--- src/rtl/k_way_key_merge_assert.svh ---
// Assertion macros shared by the merge selector RTL.
`ifndef K_WAY_KEY_MERGE_ASSERT_SVH
`define K_WAY_KEY_MERGE_ASSERT_SVH

// Same-cycle implication, checked on each rising edge outside reset.
`define KWM_ASSERT_NOW(lbl, ante, cons, msg) \
    lbl: assert property (@(posedge i_clk) disable iff (!i_rst_n) (ante) |-> (cons)) \
        else $error(msg);

// Next-cycle implication, checked on each rising edge outside reset.
`define KWM_ASSERT_NEXT(lbl, ante, cons, msg) \
    lbl: assert property (@(posedge i_clk) disable iff (!i_rst_n) (ante) |=> (cons)) \
        else $error(msg);

`endif

--- src/rtl/kwm_pkg.sv ---
// Types and constants of the k-way key merge selector.
package kwm_pkg;

    localparam int MAX_STREAMS_DEF = 16;
    localparam int KEY_WORDS       = 8;
    localparam int WORD_W          = 64;
    localparam int KEY_W           = KEY_WORDS * WORD_W;
    localparam int IDX_W           = 4;

    typedef enum logic [1:0] {
        OP_LOAD      = 2'd0,
        OP_START     = 2'd1,
        OP_REFILL    = 2'd2,
        OP_EXHAUSTED = 2'd3
    } t_op;

    // Broadcast from the top level to every cell
    typedef struct packed {
        logic                  accept;
        t_op                   op;
        logic [IDX_W-1:0]      idx;
        logic [IDX_W-1:0]      last;
        logic                  winner_live;
        logic [KEY_W-1:0]      key;
    } t_cell_ctl;

    // Running best handed from cell to cell
    typedef struct packed {
        logic                  vld;
        logic                  found;
        logic [IDX_W-1:0]      idx;
        logic [KEY_W-1:0]      key;
    } t_tok;

endpackage

--- src/rtl/kwm_cell.sv ---
// One stream cell: holds a head key and live flag, compares against the passing best.
module kwm_cell #(
    parameter int IDX = 0
) (
    input  logic               i_clk,
    input  logic               i_rst_n,
    input  kwm_pkg::t_cell_ctl i_ctl,
    input  kwm_pkg::t_tok      i_tok,
    output kwm_pkg::t_tok      o_tok,
    output logic               o_hit
);

    localparam int IW       = kwm_pkg::IDX_W;
    localparam bit IN_RANGE = (IDX < (1 << IW));

    logic                      r_live;
    logic [kwm_pkg::KEY_W-1:0] r_key;
    kwm_pkg::t_tok             r_out;
    kwm_pkg::t_tok             n_out;
    logic                      match_last;
    logic                      do_load;
    logic                      do_refill;
    logic                      do_retire;
    logic                      take;

    // Decode writes aimed at this stream
    assign match_last = IN_RANGE && (i_ctl.last == IW'(IDX));
    assign do_load    = i_ctl.accept && (i_ctl.op == kwm_pkg::OP_LOAD)
                        && IN_RANGE && (i_ctl.idx == IW'(IDX));
    assign do_refill  = i_ctl.accept && (i_ctl.op == kwm_pkg::OP_REFILL)
                        && i_ctl.winner_live && match_last;
    assign do_retire  = i_ctl.accept && (i_ctl.op == kwm_pkg::OP_EXHAUSTED)
                        && i_ctl.winner_live && match_last;
    assign o_hit      = match_last && r_live;

    // Hold live flag
    always_ff @(posedge i_clk) begin
        if (!i_rst_n) begin
            r_live <= 1'b0;
        end else if (do_load) begin
            r_live <= 1'b1;
        end else if (do_retire) begin
            r_live <= 1'b0;
        end
    end

    // Hold head key
    always_ff @(posedge i_clk) begin
        if (do_load || do_refill) begin
            r_key <= i_ctl.key;
        end
    end

    // Replace the best only on a strictly smaller key, so ties keep the lower index
    assign take = i_tok.vld && r_live && (!i_tok.found || (r_key < i_tok.key));

    always_comb begin
        n_out = i_tok;
        if (take) begin
            n_out.found = 1'b1;
            n_out.idx   = IW'(IDX);
            n_out.key   = r_key;
        end
    end

    // Advance the best to the neighbour
    always_ff @(posedge i_clk) begin
        if (!i_rst_n) begin
            r_out.vld <= 1'b0;
        end else begin
            r_out <= n_out;
        end
    end

    assign o_tok = r_out;

endmodule

--- config.mk ---
export PLATFORM = sky130hd
export DESIGN_NAME = kwm_cell
export DESIGN_NICKNAME = d
export VERILOG_FILES = /design/src/rtl/k_way_key_merge_assert.svh /design/src/rtl/kwm_pkg.sv /design/src/rtl/kwm_cell.sv
export SDC_FILE = /design/constraint.sdc
export NUM_CORES = 2
export LEC_CHECK = 0
export BUFFER_PORTS_ARGS = -buffer_cell sky130_fd_sc_hd__buf_4
export CAP_MARGIN = 5
export CORE_AREA = 2 2 615 617
export CTS_BUF_LIST = sky130_fd_sc_hd__clkbuf_8 sky130_fd_sc_hd__clkbuf_16
export CTS_CLUSTER_DIAMETER = 40
export DETAILED_ROUTE_END_ITERATION = 7
export DIE_AREA = 0 0 617 619
export PLACE_DENSITY = 0.32
export SLEW_MARGIN = 10
export SYNTH_ARGS = -nofsm -noshare
export SYNTH_HDL_FRONTEND = slang
export SYNTH_SLANG_ARGS = --single-unit
export TNS_END_PERCENT = 100
--- constraint.sdc ---
create_clock -name i_clk -period 25.1 [get_ports i_clk]
set_input_delay 0 -clock i_clk [delete_from_list [all_inputs] [get_ports i_clk]]
set_output_delay 0 -clock i_clk [all_outputs]
set_load 0.005 [all_outputs]
* Yosys cells after proc, flatten, opt, wreduce, memory -nomap -nowiden
Index checks and enable logic that the tools add are counted.
Storage, ports and cells: bits of input ports 1044, bits in registers 1031
Cells by class: reductions and logical operators 18, equality and inequality tests 2, multiplexer cells 3, magnitude comparators 1
Operators by type and width (count):
- < comparator 512 bit | 1
- two-way mux 512 bit | 1
- logical AND 1 bit | 11
- zero test 4 bit | 2
- == test 2 bit (second input constant) | 2
- zero test 2 bit | 1
- logical OR 1 bit | 2
- two-way mux 1 bit | 2
- nonzero test 2 bit | 1
- zero test 1 bit | 1

* Longest topological paths before layout
depth after elaboration 6, mapped depth 15, depth with buffers taken out 12

* Worst setup path after synthesis
No wires, ideal clock.
path type input -> register, from in i_ctl[518] (netlist name), to reg r_key[0] (netlist name), enable pin, path buffers 0, slack 1.836 ns, stages 4, setup time 1.399 ns, arrival 21.865 ns, path through or4_1 -> nor2_1 -> a31oi_1 -> nor2_1
On the way: cells in the longest elaborated chain, start to end 3
RTL lines:
- start: declaration | line kwm_cell.sv:7 | input kwm_pkg::t_cell_ctl i_ctl,
- zero test 4 bit | line kwm_cell.sv:29 | && IN_RANGE && (i_ctl.idx == IW'(IDX));
- logical AND 1 bit | line kwm_cell.sv:29
- logical OR 1 bit | line kwm_cell.sv:49 | if (do_load || do_refill) begin
- end signal: assignment | line kwm_cell.sv:50 | r_key <= i_ctl.key;
- end: declaration | line kwm_cell.sv:17 | logic [kwm_pkg::KEY_W-1:0] r_key;
No other way between the ends. A chain may end at the register's enable or synchronous reset.

==> results.yml <==
run_status:
  outcome: "finished, final reports clean"
synthesis:
  synth_flop_cell: "edfxtp_1"
  synth_cells: 3459
  ys_seq_area_share_pct: 60.8
  ys_ff_latch: 1031
  synth_top_area_share_pct: 60.7
  syn_nets: 5014
  ys_types: 55
  synth_top_area_cell: "edfxtp_1"
  yosysWarnings: 0
  synth_edf_count: 1029
  synthArstFlopShare_pct: 0
  yosys-top-cells-area: "edfxtp_1, ha_1, mux2_2, mux2_4, inv_1"
  netlist_area_um2: 50900
  syn_area_per_cell_um2: 14.7
worst_setup_path:
  r2r_start: "r_key[503]"
  r2r_cells: 15
  path_cells: "ha_1 > nand2_1 > nor3_1 > nand4_1 > nor4b_2 > and3_1 > nand4_1 > or4_1 > nor4_2 > a211oi_4 > buf_4 > buf_4 > buf_4 > buf_4 > mux2_1"
  cp_num_cells: 15
  path_common_cell: "buf_4"
  slowest_stage: "or4_1"
  path_delay_family: "simple AND/OR/NAND/NOR gates"
  startpoint_type: "flip-flop"
  worst-setup-path-type: "flip-flop to flip-flop"
  required_ns: 25.67
  cp.arrival_ns: 8.62
  r2r_slack_ns: 17.05
  crit_path_max_fanout: 53
  r2r_end: "o_tok[294]"
  crit_path_max_incr_delay_ns: 0.93
  end_kind: "flip-flop"
  path_buf_inv: 4
route:
  drc: 0
  avgViaCountPerCell: 3.56
  dr_total_vias: 44500
  drt_iter0_markers: 2025
  antenna_left: 0
  dr.pass1.iters: 7
  wirelength_um: 301000
  wl_per_cell_um: 24.1
clocking:
  cts_max_level: 5
  numCtsBuffers: 303
  cts_tree: "yes"
  cts_hold_buf: 1921
  clock_latency_ns: 0.88
  post_cts_buffers: 0
  clockRootBuffer: "clkbuf_16"
  cts_resized: 0
  cts.sink_count: 1031
  path_clk_slew_ns: 0.05
  cts_buffer_depth: 4
placement:
  place_congestion: 0.844
  dp.cells: 9995
  hpwl_um: 241000
  portBuffers: 1562
layout:
  fin_cells: 12500
  fin_nets: 8783
  drive_gt1_share_pct: 34.2
  regArea_um2: 30900
  filler_cell_count: 39500
  syn2layout_area_growth_pct: 93.3
  multi_input_area_um2: 17600
die:
  die_area_um2: 382000
  initial_utilization_pct: 13.6
  die_w_um: 617
  rows: 225
  die_h_um: 619
  core_um2: 375000
  pin_count: 1563
timing:
  setup_tns_ns: 0
  hold_viol: 0
  slew_headroom_pct: 18.3
  setup_viol: 0
  period_minus_slack_ns: 8.05
  rsz0062_at_grt: "no"
  fin_crit_sh_pct: 32.1
  worst_pin_slew_ns: 1.22
  fin_skew_ns: 0.0595
  fin_hold_ws_ns: 0.0521
  fmax_ghz: 0.124
  maxSlewViolCount: 0
global_route:
  grt_pass1_wl_um: 402000
  grt-ovfl-total: 0
  grt_max_degree: 106
  antenna_found_initial: 108
  grt.total_usage_pct: 15.2
  grt_pass1_vias: 48300
run:
  max_cap_violations: 0
pwr:
  p_per_area_nw_per_um2: 67.8
  p_leak_nw: 41.3
  ir_drop_mv: 0.0519
min_path:
  min_path_type: "input pin to flip-flop"
  holdCritStartpoint: "i_ctl[448]"
  whs_endpoint: "r_key[448]"
  holdPathStages: 2
state kept, by name, summed over array words and instances (netlist names):
| register | count |
|---|---|
| r_key | 512 |
| o_tok | 518 |
| r_live | 1 |
per-stage QoR:
stage | utilization (%) | setup slack (ns) | total power [mW] | instance area [um2]
finish | 26.2 | 17.05 | 6.67 | 98300
global route | 26.2 | 16.39 | 6.93 | 98300
CTS | 26.2 | 16.23 | 6.80 | 98200
detailed placement | 18.4 | 16.28 | 2.52 | 68800
global placement | 18.3 | 16.28 | 2.52 | 68700
floorplan | - | 1.84 | 2.16 | 50900
per-layer routing:
| metal | vias to the layer above | track usage, % | part of all wire, % |
|---|---|---|---|
| met5 | - | 0 | 0.062 |
| met4 | 32 | 4.57 | 3.1 |
| met3 | 528 | 5.18 | 7.7 |
| met2 | 1471 | 27.2 | 50 |
| met1 | 21700 | 16.8 | 39 |
| li1 | 20700 | - | - |
how the worst max path moves through the flow:
stage	startpoint	to
final	r_key[503]	o_tok[294]
after global routing	r_key[500]	o_tok[294]
after CTS	r_key[500]	o_tok[294]
after detailed placement	r_key[500]	o_tok[294]
after global placement	r_key[500]	o_tok[294]
after floorplan	i_ctl[518]	r_key[0]
cell families (layout without fill, tap and decap cells):
| kind of cell | count (synthesis) | after routing | share of synthesized area, % |
|---|---|---|---|
| adder cells (fa/ha/maj) | 511 | 511 | 12.6 |
| AND/OR/NAND/NOR | 407 | 407 | 3.99 |
| buffers and inverters | 581 | 4593 | 4.76 |
| multiplexers | 512 | 512 | 12.8 |
| other | 0 | 39 | 0 |
| AO/OA/AOI/OAI | 417 | 417 | 5.01 |
| flip-flops | 1031 | 1031 | 60.8 |
cell usage after synthesis, drive strengths merged, types with 3 or more instances:
cell,n
a21boi,6
buf,55
o21bai,4
and3,6
o21ai,90
nor3,26
a221oi,13
ha,511
o2111ai,5
a21oi,172
nand2b,6
and4,4
a2111oi,12
nand2,106
o21a,6
o31a,4
nor2b,10
nand4,88
a221o,3
mux2,512
a21o,38
o211ai,7
o22ai,3
or4,4
a211oi,33
nand3,59
inv,524
edfxtp,1029
nor4,18
nor2,74
layout by cell type (no fill, tap or decap), types with 19 or more instances in the layout:
cell type and count:
a21o_1 38, nor2_1 73, nand3_1 59, bufinv_16 44
nand4_1 88, inv_1 568, clkinv_2 55, clkinvlp_4 19
ha_1 511, clkinv_1 48, a211oi_1 31, mux2_2 276
a21oi_1 172, dlygate4sd3_1 1922, edfxtp_1 1029, o21ai_0 89
mux2_4 204, clkbuf_16 307, buf_4 1596, nor3_1 25
diode_2 39, mux2_1 32, nand2_1 106
power breakdown:
| group | switching, mW | leakage [nW] | internal [mW] |
|---|---|---|---|
| clock network | 1.26 | 5.15 | 2.66 |
| logic | 0.306 | 26.4 | 0.444 |
| registers | 0.0320 | 9.69 | 1.97 |
| total | 1.60 | 41.3 | 5.07 |
layout make-up:
class	instances	share of cell area (%)
tap	4994	6.35
timing repair buffer	3521	31.8
sequential	1031	31.5
clock buffer	307	7.81
inverter	524	2.00
antenna	39	0.0992
multi-input combinational	1847	17.9
clock inverter	241	2.60
(Power assumes the default switching activity.)
